--- config.mk ---
export PLATFORM = sky130hd
export DESIGN_NAME = code_range_table_top
export DESIGN_NICKNAME = d
export VERILOG_FILES = /design/src/crt_pkg.sv /design/src/code_range_table_top.sv
export SDC_FILE = /design/constraint.sdc
export NUM_CORES = 2
export LEC_CHECK = 0
export ABC_AREA = 1
export ABC_CLOCK_PERIOD_IN_PS = 22400
export BUFFER_PORTS_ARGS = -buffer_cell sky130_fd_sc_hd__buf_2
export CAP_MARGIN = 20
export CORE_UTILIZATION = 50
export DETAILED_ROUTE_END_ITERATION = 7
export PLACE_DENSITY = 0.66
export SYNTH_ARGS = -nofsm -noshare
export SYNTH_HDL_FRONTEND = slang
export SYNTH_SLANG_ARGS = --single-unit
export TNS_END_PERCENT = 50
--- constraint.sdc ---
create_clock -name clock -period 22.4 [get_ports clock]
set_clock_uncertainty 0.05 [all_clocks]
set_input_delay 0 -clock clock [delete_from_list [all_inputs] [get_ports clock]]
set_output_delay 0 -clock clock [all_outputs]
set_load 0.02 [all_outputs]
--- src/crt_pkg.sv ---
package crt_pkg;

   localparam int MAX_RANGES_DEF = 16;
   localparam int ADDR_BITS_DEF  = 48;

   localparam int ADDR_W     = 48;
   localparam int BYTES_W    = 32;
   localparam int STATUS_W   = 2;
   localparam int SLOT_OUT_W = 4;

   typedef enum logic [STATUS_W-1:0] {
      ST_OK       = 2'd0,
      ST_INVALID  = 2'd1,
      ST_OVERLAP  = 2'd2,
      ST_FULL     = 2'd3
   } status_type;

   typedef enum logic {
      ACT_REGISTER = 1'b0,
      ACT_FIND     = 1'b1
   } action_type;

   typedef enum logic [1:0] {
      S_IDLE,
      S_SCAN,
      S_RESP
   } state_type;

endpackage

--- src/code_range_table_top.sv ---
// Channel   Ports                                            Handshake
// --------  -----------------------------------------------  ----------------------------
// request   req_action, req_range_start, req_range_bytes,    taken when start && !busy
//           req_query_address
// response  rsp_status, rsp_error_address, rsp_found,        one cycle, marked by
//           rsp_slot_index, rsp_hit_start, rsp_hit_bytes     rsp_strobe
//
// One item at a time; busy is high from the accepting edge until the result has gone out.
// The slot store is read one entry per cycle by a single compare unit behind a registered
// memory read. A scan reads every slot in turn unless a find hit or an overlap stops it;
// a register request with a bad argument skips the scan and goes straight to the result.
// Reset empties the table at once (valid bits), no clearing pass.
// rsp_strobe is not held off: a result is gone after its one cycle.
module code_range_table_top #(
   parameter int MAX_RANGES = crt_pkg::MAX_RANGES_DEF,
   parameter int ADDR_BITS  = crt_pkg::ADDR_BITS_DEF
) (
   input  logic                              clock,
   input  logic                              reset,
   input  logic                              start,
   output logic                              busy,
   input  logic                              req_action,
   input  logic [crt_pkg::ADDR_W-1:0]        req_range_start,
   input  logic [crt_pkg::BYTES_W-1:0]       req_range_bytes,
   input  logic [crt_pkg::ADDR_W-1:0]        req_query_address,
   output logic                              rsp_strobe,
   output logic [crt_pkg::STATUS_W-1:0]      rsp_status,
   output logic [crt_pkg::ADDR_W-1:0]        rsp_error_address,
   output logic                              rsp_found,
   output logic [crt_pkg::SLOT_OUT_W-1:0]    rsp_slot_index,
   output logic [crt_pkg::ADDR_W-1:0]        rsp_hit_start,
   output logic [crt_pkg::BYTES_W-1:0]       rsp_hit_bytes
);

   localparam int AW     = crt_pkg::ADDR_W;
   localparam int BW     = crt_pkg::BYTES_W;
   localparam int OW     = crt_pkg::SLOT_OUT_W;
   localparam int SA_W   = (ADDR_BITS < AW) ? ADDR_BITS : AW;
   localparam int EA_W   = SA_W + 1;
   localparam int SLOT_W = (MAX_RANGES > 1) ? $clog2(MAX_RANGES) : 1;
   localparam int CNT_W  = $clog2(MAX_RANGES + 1);

   crt_pkg::state_type  state_ff, state_in;
   crt_pkg::action_type act_ff, act_in;
   crt_pkg::status_type status_ff, status_in;

   logic [SA_W-1:0]       key_ff, key_in;
   logic [BW-1:0]         bytes_ff, bytes_in;
   logic [EA_W-1:0]       end_ff, end_in;
   logic [CNT_W-1:0]      cnt_ff, cnt_in;
   logic                  rd_vld_ff, rd_vld_in;
   logic [SLOT_W-1:0]     rd_idx_ff, rd_idx_in;
   logic                  free_found_ff, free_found_in;
   logic [SLOT_W-1:0]     free_idx_ff, free_idx_in;
   logic [MAX_RANGES-1:0] valid_ff, valid_in;

   logic [AW-1:0]         err_ff, err_in;
   logic                  found_ff, found_in;
   logic [OW-1:0]         slot_ff, slot_in;
   logic [AW-1:0]         hstart_ff, hstart_in;
   logic [BW-1:0]         hbytes_ff, hbytes_in;

   logic [SA_W-1:0]       mem_start [MAX_RANGES];
   logic [BW-1:0]         mem_bytes [MAX_RANGES];
   logic [EA_W-1:0]       mem_end   [MAX_RANGES];
   logic [SA_W-1:0]       rd_start_ff;
   logic [BW-1:0]         rd_bytes_ff;
   logic [EA_W-1:0]       rd_end_ff;

   logic              accept;
   logic              reg_err;
   logic              bad_size;
   logic              scan_end;
   logic              live;
   logic              rd_valid;
   logic              ovl;
   logic              hit;
   logic              scan_hit;
   logic              scan_last;
   logic              free_now;
   logic              have_free;
   logic [SLOT_W-1:0] fidx;
   logic              wr_en;
   logic              scan_more;

   // per-slot compare unit
   always_comb begin
      live      = (state_ff == crt_pkg::S_SCAN) && rd_vld_ff;
      rd_valid  = valid_ff[rd_idx_ff];
      ovl       = ({1'b0, key_ff} < rd_end_ff) && (EA_W'(rd_start_ff) < end_ff);
      hit       = (key_ff >= rd_start_ff) && ({1'b0, key_ff} < rd_end_ff);
      scan_hit  = live && rd_valid && ((act_ff == crt_pkg::ACT_FIND) ? hit : ovl);
      scan_last = live && (rd_idx_ff == SLOT_W'(MAX_RANGES - 1));
      free_now  = live && !rd_valid;
      have_free = free_found_ff || free_now;
      fidx      = free_found_ff ? free_idx_ff : rd_idx_ff;
      scan_more = cnt_ff < CNT_W'(MAX_RANGES);
      bad_size  = (req_range_bytes == '0) || (req_range_bytes[1:0] != 2'b00);
      reg_err   = (req_action == crt_pkg::ACT_REGISTER) &&
                  (bad_size || (req_range_start[1:0] != 2'b00));
   end

   // next state
   always_comb begin
      state_in = state_ff;
      unique case (state_ff)
         crt_pkg::S_IDLE: begin
            if (start) begin
               state_in = reg_err ? crt_pkg::S_RESP : crt_pkg::S_SCAN;
            end
         end
         crt_pkg::S_SCAN: begin
            if (scan_hit || scan_last) begin
               state_in = crt_pkg::S_RESP;
            end
         end
         crt_pkg::S_RESP: state_in = crt_pkg::S_IDLE;
         default:         state_in = crt_pkg::S_IDLE;
      endcase
   end

   // sequencer outputs
   always_comb begin
      busy       = 1'b1;
      rsp_strobe = 1'b0;
      accept     = 1'b0;
      scan_end   = 1'b0;
      unique case (state_ff)
         crt_pkg::S_IDLE: begin
            busy   = 1'b0;
            accept = start;
         end
         crt_pkg::S_SCAN: scan_end = scan_hit || scan_last;
         crt_pkg::S_RESP: rsp_strobe = 1'b1;
         default:         busy = 1'b1;
      endcase
      wr_en = scan_end && (act_ff == crt_pkg::ACT_REGISTER) && !scan_hit && have_free;
   end

   always_comb begin
      act_in        = act_ff;
      key_in        = key_ff;
      bytes_in      = bytes_ff;
      end_in        = end_ff;
      cnt_in        = cnt_ff;
      rd_vld_in     = rd_vld_ff;
      rd_idx_in     = rd_idx_ff;
      free_found_in = free_found_ff;
      free_idx_in   = free_idx_ff;
      valid_in      = valid_ff;
      status_in     = status_ff;
      err_in        = err_ff;
      found_in      = found_ff;
      slot_in       = slot_ff;
      hstart_in     = hstart_ff;
      hbytes_in     = hbytes_ff;

      if (accept) begin
         act_in        = crt_pkg::action_type'(req_action);
         key_in        = (req_action == crt_pkg::ACT_FIND) ?
                         req_query_address[SA_W-1:0] : req_range_start[SA_W-1:0];
         bytes_in      = req_range_bytes;
         end_in        = EA_W'(req_range_start[SA_W-1:0]) + EA_W'(req_range_bytes);
         cnt_in        = '0;
         rd_vld_in     = 1'b0;
         free_found_in = 1'b0;
         status_in     = crt_pkg::ST_INVALID;
         err_in        = bad_size ? '0 : AW'(req_range_start[SA_W-1:0]);
         found_in      = 1'b0;
         slot_in       = '0;
         hstart_in     = '0;
         hbytes_in     = '0;
      end

      if (state_ff == crt_pkg::S_SCAN) begin
         cnt_in    = scan_more ? cnt_ff + CNT_W'(1) : cnt_ff;
         rd_vld_in = scan_more;
         rd_idx_in = cnt_ff[SLOT_W-1:0];
         if (free_now && !free_found_ff) begin
            free_found_in = 1'b1;
            free_idx_in   = rd_idx_ff;
         end
      end

      if (scan_end) begin
         status_in = crt_pkg::ST_OK;
         err_in    = '0;
         found_in  = 1'b0;
         slot_in   = '0;
         hstart_in = '0;
         hbytes_in = '0;
         if (act_ff == crt_pkg::ACT_FIND) begin
            if (scan_hit) begin
               found_in  = 1'b1;
               slot_in   = OW'(rd_idx_ff);
               hstart_in = AW'(rd_start_ff);
               hbytes_in = rd_bytes_ff;
            end
         end else if (scan_hit) begin
            status_in = crt_pkg::ST_OVERLAP;
            err_in    = AW'(key_ff);
         end else if (have_free) begin
            slot_in        = OW'(fidx);
            valid_in[fidx] = 1'b1;
         end else begin
            status_in = crt_pkg::ST_FULL;
            err_in    = AW'(key_ff);
         end
      end
   end

   always_ff @(posedge clock) begin
      if (reset) begin
         state_ff      <= crt_pkg::S_IDLE;
         cnt_ff        <= '0;
         rd_vld_ff     <= 1'b0;
         free_found_ff <= 1'b0;
         valid_ff      <= '0;
      end else begin
         state_ff      <= state_in;
         cnt_ff        <= cnt_in;
         rd_vld_ff     <= rd_vld_in;
         free_found_ff <= free_found_in;
         valid_ff      <= valid_in;
      end
   end

   always_ff @(posedge clock) begin
      act_ff      <= act_in;
      key_ff      <= key_in;
      bytes_ff    <= bytes_in;
      end_ff      <= end_in;
      rd_idx_ff   <= rd_idx_in;
      free_idx_ff <= free_idx_in;
      status_ff   <= status_in;
      err_ff      <= err_in;
      found_ff    <= found_in;
      slot_ff     <= slot_in;
      hstart_ff   <= hstart_in;
      hbytes_ff   <= hbytes_in;
   end

   // slot store: one write port, one registered read port
   always_ff @(posedge clock) begin
      if (wr_en) begin
         mem_start[fidx] <= key_ff;
         mem_bytes[fidx] <= bytes_ff;
         mem_end[fidx]   <= end_ff;
      end
      rd_start_ff <= mem_start[cnt_ff[SLOT_W-1:0]];
      rd_bytes_ff <= mem_bytes[cnt_ff[SLOT_W-1:0]];
      rd_end_ff   <= mem_end[cnt_ff[SLOT_W-1:0]];
   end

   assign rsp_status        = status_ff;
   assign rsp_error_address = err_ff;
   assign rsp_found         = found_ff;
   assign rsp_slot_index    = slot_ff;
   assign rsp_hit_start     = hstart_ff;
   assign rsp_hit_bytes     = hbytes_ff;

endmodule

# Word level (Yosys, flattened, before mapping)
# Memory sizes are Yosys's and may differ from the RTL's. A register that Yosys moved wholly into a read port is not among the register bits.
# Index checks and enable logic that the tools add are counted.
dict set report classes {
  addsub 2
  multipliers 0
  div_mod_pow 0
  n_lt_le_gt_ge 7
  eq_ne 6
  shifts 0
  mux 53
  bitwise_logic 4
  n_reduce_logical 30
}
# op n
set ops {}
lappend ops {{$mux W48} 11}
lappend ops {{$mux W32} 4}
lappend ops {{$lt A48 B49 Y1} 2}
lappend ops {{$add A48 B32 Y49} 1}
lappend ops {{$ge A48 B48 Y1} 1}
lappend ops {{$logic_not A32 Y1} 1}
lappend ops {{$mux W4} 7}
lappend ops {{$mux W1} 17}
lappend ops {{$mux W2} 8}
lappend ops {{$or A16 B16 Y16} 1}
lappend ops {{$mux W5} 3}
lappend ops {{$logic_and A1 B1 Y1} 13}
lappend ops {{$lt A4 B5 Y1 const B} 2}
lappend ops {{$reduce_bool A2 Y1} 4}
lappend ops {{$reduce_and A2 Y1} 3}
lappend ops {{$add A5 B1 Y5 const B} 1}
lappend ops {{$lt A5 B5 Y1 const B} 1}
lappend ops {{$bmux W1 S4} 1}
lappend ops {{$demux W1 S4} 1}
lappend ops {{$eq A4 B4 Y1 const B} 1}
lappend ops {{$ge A4 B1 Y1 const B} 1}
lappend ops {{$logic_or A1 B1 Y1} 4}
lappend ops {{$ne A2 B2 Y1 const B} 2}
lappend ops {{$pmux W2 S2} 1}
lappend ops {{7 further kinds} 11}
dict set report word_totals {
  regBits 298
  latchBits 0
  ram_bits 2064
  rom_bits 0
  output_inout_bits 137
  wordCells 122
  n_memories 3
}
# name depth width read_ports rd_clocked_by_memory_dff write_ports line_no
set memory_table {}
lappend memory_table {mem_end 16 49 1 1 1 code_range_table_top.sv:65} ;# logic [EA_W-1:0] mem_end [MAX_RANGES];
lappend memory_table {mem_start 16 48 1 1 1 code_range_table_top.sv:63} ;# logic [SA_W-1:0] mem_start [MAX_RANGES];
lappend memory_table {mem_bytes 16 32 1 1 1 code_range_table_top.sv:64} ;# logic [BW-1:0] mem_bytes [MAX_RANGES];

# Longest topological paths before layout
dict set report depth {
  ltp_word 11
  ltp_mapped 21
  mapped_depth_nobuf 20
}

# Worst setup path after synthesis
# OpenSTA, ideal clock, no wires.
dict set report synth_path {
  kind {register to register}
  start {reg state_ff[1]}
  end {reg err_ff[0], in the netlist rsp_error_address[0], enable pin}
  setup_time_ns 0.499
  t_arrival_ns 9.713
  path_slack_ns 12.139
  path_stages_with_launch 6
  n_path_buf 0
  synth_period_minus_slack_ns 10.261
  path_cell_list {dfxtp_1 nor2_1 inv_1 nor2_1 inv_1 nand2_1}
}
dict set report synth_via {
  elab_cells_between_ends 10
  classes_between {eq/ne: 1; mux: 2; reduce/logical: 7}
}
# element line_no
set synth_rtl {}
lappend synth_rtl {{start: declaration} code_range_table_top.sv:43} ;# crt_pkg::state_type state_ff, state_in;
lappend synth_rtl {{start signal: assignment} code_range_table_top.sv:214} ;# state_ff <= crt_pkg::S_IDLE;
lappend synth_rtl {{start signal: assignment} code_range_table_top.sv:220} ;# state_ff <= state_in;
lappend synth_rtl {{$logic_not A2 Y1} code_range_table_top.sv:128} ;# unique case (state_ff)
lappend synth_rtl {{$mux W1} code_range_table_top.sv:128}
lappend synth_rtl {{net accept} code_range_table_top.sv:70} ;# logic accept;
lappend synth_rtl {{$reduce_bool A2 Y1 (no line)} -}
lappend synth_rtl {{end signal: assignment} code_range_table_top.sv:236} ;# err_ff <= err_in;
lappend synth_rtl {{end: declaration} code_range_table_top.sv:57} ;# logic [AW-1:0] err_ff, err_in;
# The timed path passes the listed nets, and every way through them passes these cells.
# A chain may end at the register's enable or synchronous reset.

# Worst setup path after layout
dict set report layout_path {
  start {reg key_ff[47]}
  end {mem mem_bytes[10][1] in the netlist's numbering, enable pin}
}
dict set report layout_via {
  elab_chain_cells 11
  elab_cells_between_ends 14
  classes_between {order compare: 2; mux: 4; reduce/logical: 8}
}
# element line_no
set layout_lines {}
lappend layout_lines {{start: declaration} code_range_table_top.sv:47} ;# logic [SA_W-1:0] key_ff, key_in;
lappend layout_lines {{start signal: assignment} code_range_table_top.sv:230} ;# key_ff <= key_in;
lappend layout_lines {{$lt A48 B49 Y1 or $ge A48 B48 Y1 (tied branches)} {code_range_table_top.sv:90, code_range_table_top.sv:91}}
lappend layout_lines {{$logic_and A1 B1 Y1, on equally long branches} {code_range_table_top.sv:90, code_range_table_top.sv:91}}
lappend layout_lines {{$mux W1 *} code_range_table_top.sv:92} ;# scan_hit = live && rd_valid && ((act_ff == crt_pkg::ACT_FIND) ? hit : ovl);
lappend layout_lines {{$logic_and A1 B1 Y1 *} code_range_table_top.sv:92}
lappend layout_lines {{$logic_or A1 B1 Y1} code_range_table_top.sv:133} ;# crt_pkg::S_SCAN: scan_end = scan_hit || scan_last;
lappend layout_lines {{$mux W1} code_range_table_top.sv:128}
lappend layout_lines {{$logic_and A1 B1 Y1} code_range_table_top.sv:137} ;# wr_en = scan_end && (act_ff == crt_pkg::ACT_REGISTER) && !scan_hit && have_free;
lappend layout_lines {{$logic_and A1 B1 Y1 * (2 in series)} code_range_table_top.sv:137}
lappend layout_lines {{$mux W1 *} code_range_table_top.sv:245} ;# if (wr_en) begin
lappend layout_lines {{$mux W1 (not written as such) *} code_range_table_top.sv:247} ;# mem_bytes[fidx] <= bytes_ff;
lappend layout_lines {{end: declaration} code_range_table_top.sv:64}
# Every way passes the cells marked *; elsewhere a longest branch is shown, timed or not.

==> metrics.yaml <==
global_route:
  gr-total-overflow: 0
  grt_pass1_wl_mm: 430
  first_global_vias: 63900
  met2_usage_pct: 46.2
  met3_usage_pct: 4.95
  antenna_found_initial: 8
  gr-usage-all-layers_pct: 28.9
  grtUsageMet1_pct: 38.1
  grt-busiest-layer: "met2"
  grt_max_degree: 219
logic_synthesis:
  synth.distinct_cells: 48
  synth_nets: 7922
  ys_seq_elements: 2491
  synth.yosys.warnings: 0
  syn_inst: 7614
  syn_avg_cell_area_sq_um: 13.2
  synth-edff-count: 2337
  syn_area_sq_um: 100000
  yosysSeqAreaShare_pct: 73.1
  ys.flop_type: "edfxtp_1"
  postSynth.asyncResetShare_pct: 0
final_layout:
  utilization_pct: 57.8
  final.fill_count: 15500
  drive_above_1_share_pct: 9.18
  layout_common_cells: "edfxtp_1, nor2_1, nand2_1"
  final_nets: 8336
  final_common_cell: "edfxtp_1"
  areaGrowthSynthToFinish_pct: 14.3
floorplanning:
  die-area_sq_um: 202000
  core_area_sq_um: 198000
  rows: 163
  start_util_pct: 50.6
  die_h_um: 450
  die_width_um: 450
  pin_count: 269
critical_path:
  path_max_fanout: 46
  crit_path_start_kind: "flip-flop"
  crit_type: "reg2reg"
  r2r_start: "key_ff[47]"
  cp-startpoint: "key_ff[47]"
  arrival_ns: 7.18
  endpoint_kind: "flip-flop"
  crit_required_ns: 22.83
placement:
  dpl.hpwl_mm: 167
  gp_congestion: 0.960
  port_buffers: 268
routing:
  drc: 0
  wire_per_inst_um: 27.3
  wirelength_mm: 297
  dr.first_iter.drc_count: 7985
  num_vias: 65900
  first_pass_iters: 5
  vias_per_cell: 6.06
  ant_nets: 0
sta:
  grt_setup_unrepaired: "no"
  fin_crit_sh_pct: 30.1
  finalHoldViolCount: 0
  max_slew_margin_pct: 19.4
  finalCriticalPeriod_ns: 6.75
  setup_viol: 0
  timing.hold.ws_ns: 0.0438
  max_freq_ghz: 0.148
  tightest_slew_ns: 1.21
  finalSetupTns_ns: 0
  finalMaxSlewViolations: 0
pwr:
  power.density_nw_per_um2: 88.3
  leakage_uw: 0.0395
  peakVddDrop_uv: 89.5
cts:
  cts_tree: "done"
  cts_resized: 0
  cts_sinks: 2491
  cts_buffer_depth: 3
  cts-htree-levels: 4
  cts.reportedPaths.clkPinSlew_ns: 0.06
  clk_latency_ns: 0.87
  cts_root_buffer: "clkbuf_16"
  numCtsBuffers: 238
min_path:
  hp-start: "req_query_address[0]"
  hp-class: "in2reg"
run:
  drv_cap: 0
run_status:
  status: "finished, final reports clean"
-- flip-flops by register name, indices dropped and copies added (netlist names), 2 cells and up --
register,count
end_ff,49
rd_bytes_ff,32
mem_start,768
state_ff,2
bytes_ff,32
rsp_status,2
rd_start_ff,48
key_ff,48
mem_bytes,512
mem_end,784
cnt_ff,5
free_idx_ff,4
rsp_hit_bytes,32
rsp_error_address,48
rsp_hit_start,48
rsp_slot_index,4
rd_end_ff,49
rd_idx_ff,4
valid_ff,16
-- timing repair --
action	4_1_cts	5_1_grt
buffers inserted	0	0
hold buffers	256	0
endpoints found under the hold margin	234	0
-- metrics by stage --
| stage | power, uW | instances | instance area [sq um] | setup slack, ns |
|---|---|---|---|---|
| 2_1_floorplan | 5830 | 7614 | 100000 | 12.14 |
| 3_5_place_dp | 6110 | 10200 | 104000 | 15.75 |
| 5_1_grt | 10400 | 10900 | 115000 | 15.62 |
| 6_report | 10100 | 10900 | 115000 | 15.65 |
| 4_1_cts | 10100 | 10900 | 115000 | 15.73 |
| 3_3_place_gp | 6100 | 10200 | 104000 | 15.75 |
-- area by class of cell --
cell class | instances | area [sq um] | area share (%)
antenna | 5 | 12.5 | 0.0109
clock buffer | 320 | 6490 | 5.66
clock inverter | 129 | 1360 | 1.19
inverter | 370 | 1410 | 1.23
multi-input combinational | 4304 | 23900 | 20.9
sequential | 2491 | 73300 | 63.9
tap | 2640 | 3300 | 2.88
timing repair buffer | 623 | 4830 | 4.22
-- metal layers --
layer  part of all wire [%]  wire length (um)  vias up
met5                 0.0044                13        -
met4                    5.9             17500        2
met3                    9.0             26800      636
met2                     47            139000     3424
met1                     38            114000    33000
li1                       -                 -    28900
-- cell usage after synthesis, drive strengths merged (2+ instances only) --
cell,count,share of area [%]
edfxtp,2337,70
nor2,1364,5.1
nand2,756,2.8
o21ai,580,2.9
inv,365,1.4
clkbuf,351,1.3
nand3,312,1.6
o32ai,305,2.7
mux2i,211,2.1
o221ai,211,1.8
ha,175,2.2
dfxtp,154,3.1
a21oi,144,0.73
buf,98,0.49
nand4,72,0.45
o211ai,51,0.38
xor2,32,0.28
nor3,16,0.080
a21o,13,0.097
nor4,12,0.075
xnor2,11,0.096
o21a,8,0.060
a31oi,6,0.037
clkinv,5,0.019
o21bai,5,0.037
or2,5,0.031
a21boi,3,0.022
a211oi,2,0.015
and3,2,0.012
nand3b,2,0.015
-- critical path, cell delays in order, from the launching register on --
cell	delay [ns]
edfxtp_1	0.63
ha_1	0.42
inv_1	0.04
nor2_1	0.11
nand3_1	0.39
nand2_1	0.53
nor2_1	0.08
nand2_1	0.16
a21oi_1	0.09
nand3_1	0.20
nor2_2	0.10
nand3_2	0.24
nand4_1	0.30
buf_4	0.38
nor2_4	0.78
buf_4	1.00
buf_4	0.74
-- report_power, final --
part / internal [uW] / switching (uW)
registers: 5210 / 133
logic: 235 / 486
clock network: 2310 / 1730
-- cell families after synthesis --
kind of cell             synth area share, %
AO/OA/AOI/OAI                           8.82
AND/OR/NAND/NOR                         10.2
buffers and inverters                   3.19
flip-flops                              73.1
XOR/XNOR                               0.376
adder cells (fa/ha/maj)                 2.20
multiplexers                            2.11
-- final timing paths --
path | to | slack (ns) | cells after the start
worst max-delay path | mem_bytes[10][1] | 15.65 | 16
worst min-delay path | key_ff[0] | 0.04 | 4
worst max register to register | mem_bytes[10][1] | 15.65 | 16
worst min register to register | valid_ff[11] | 0.41 | 2
Power figures use the tool's default switching activity.
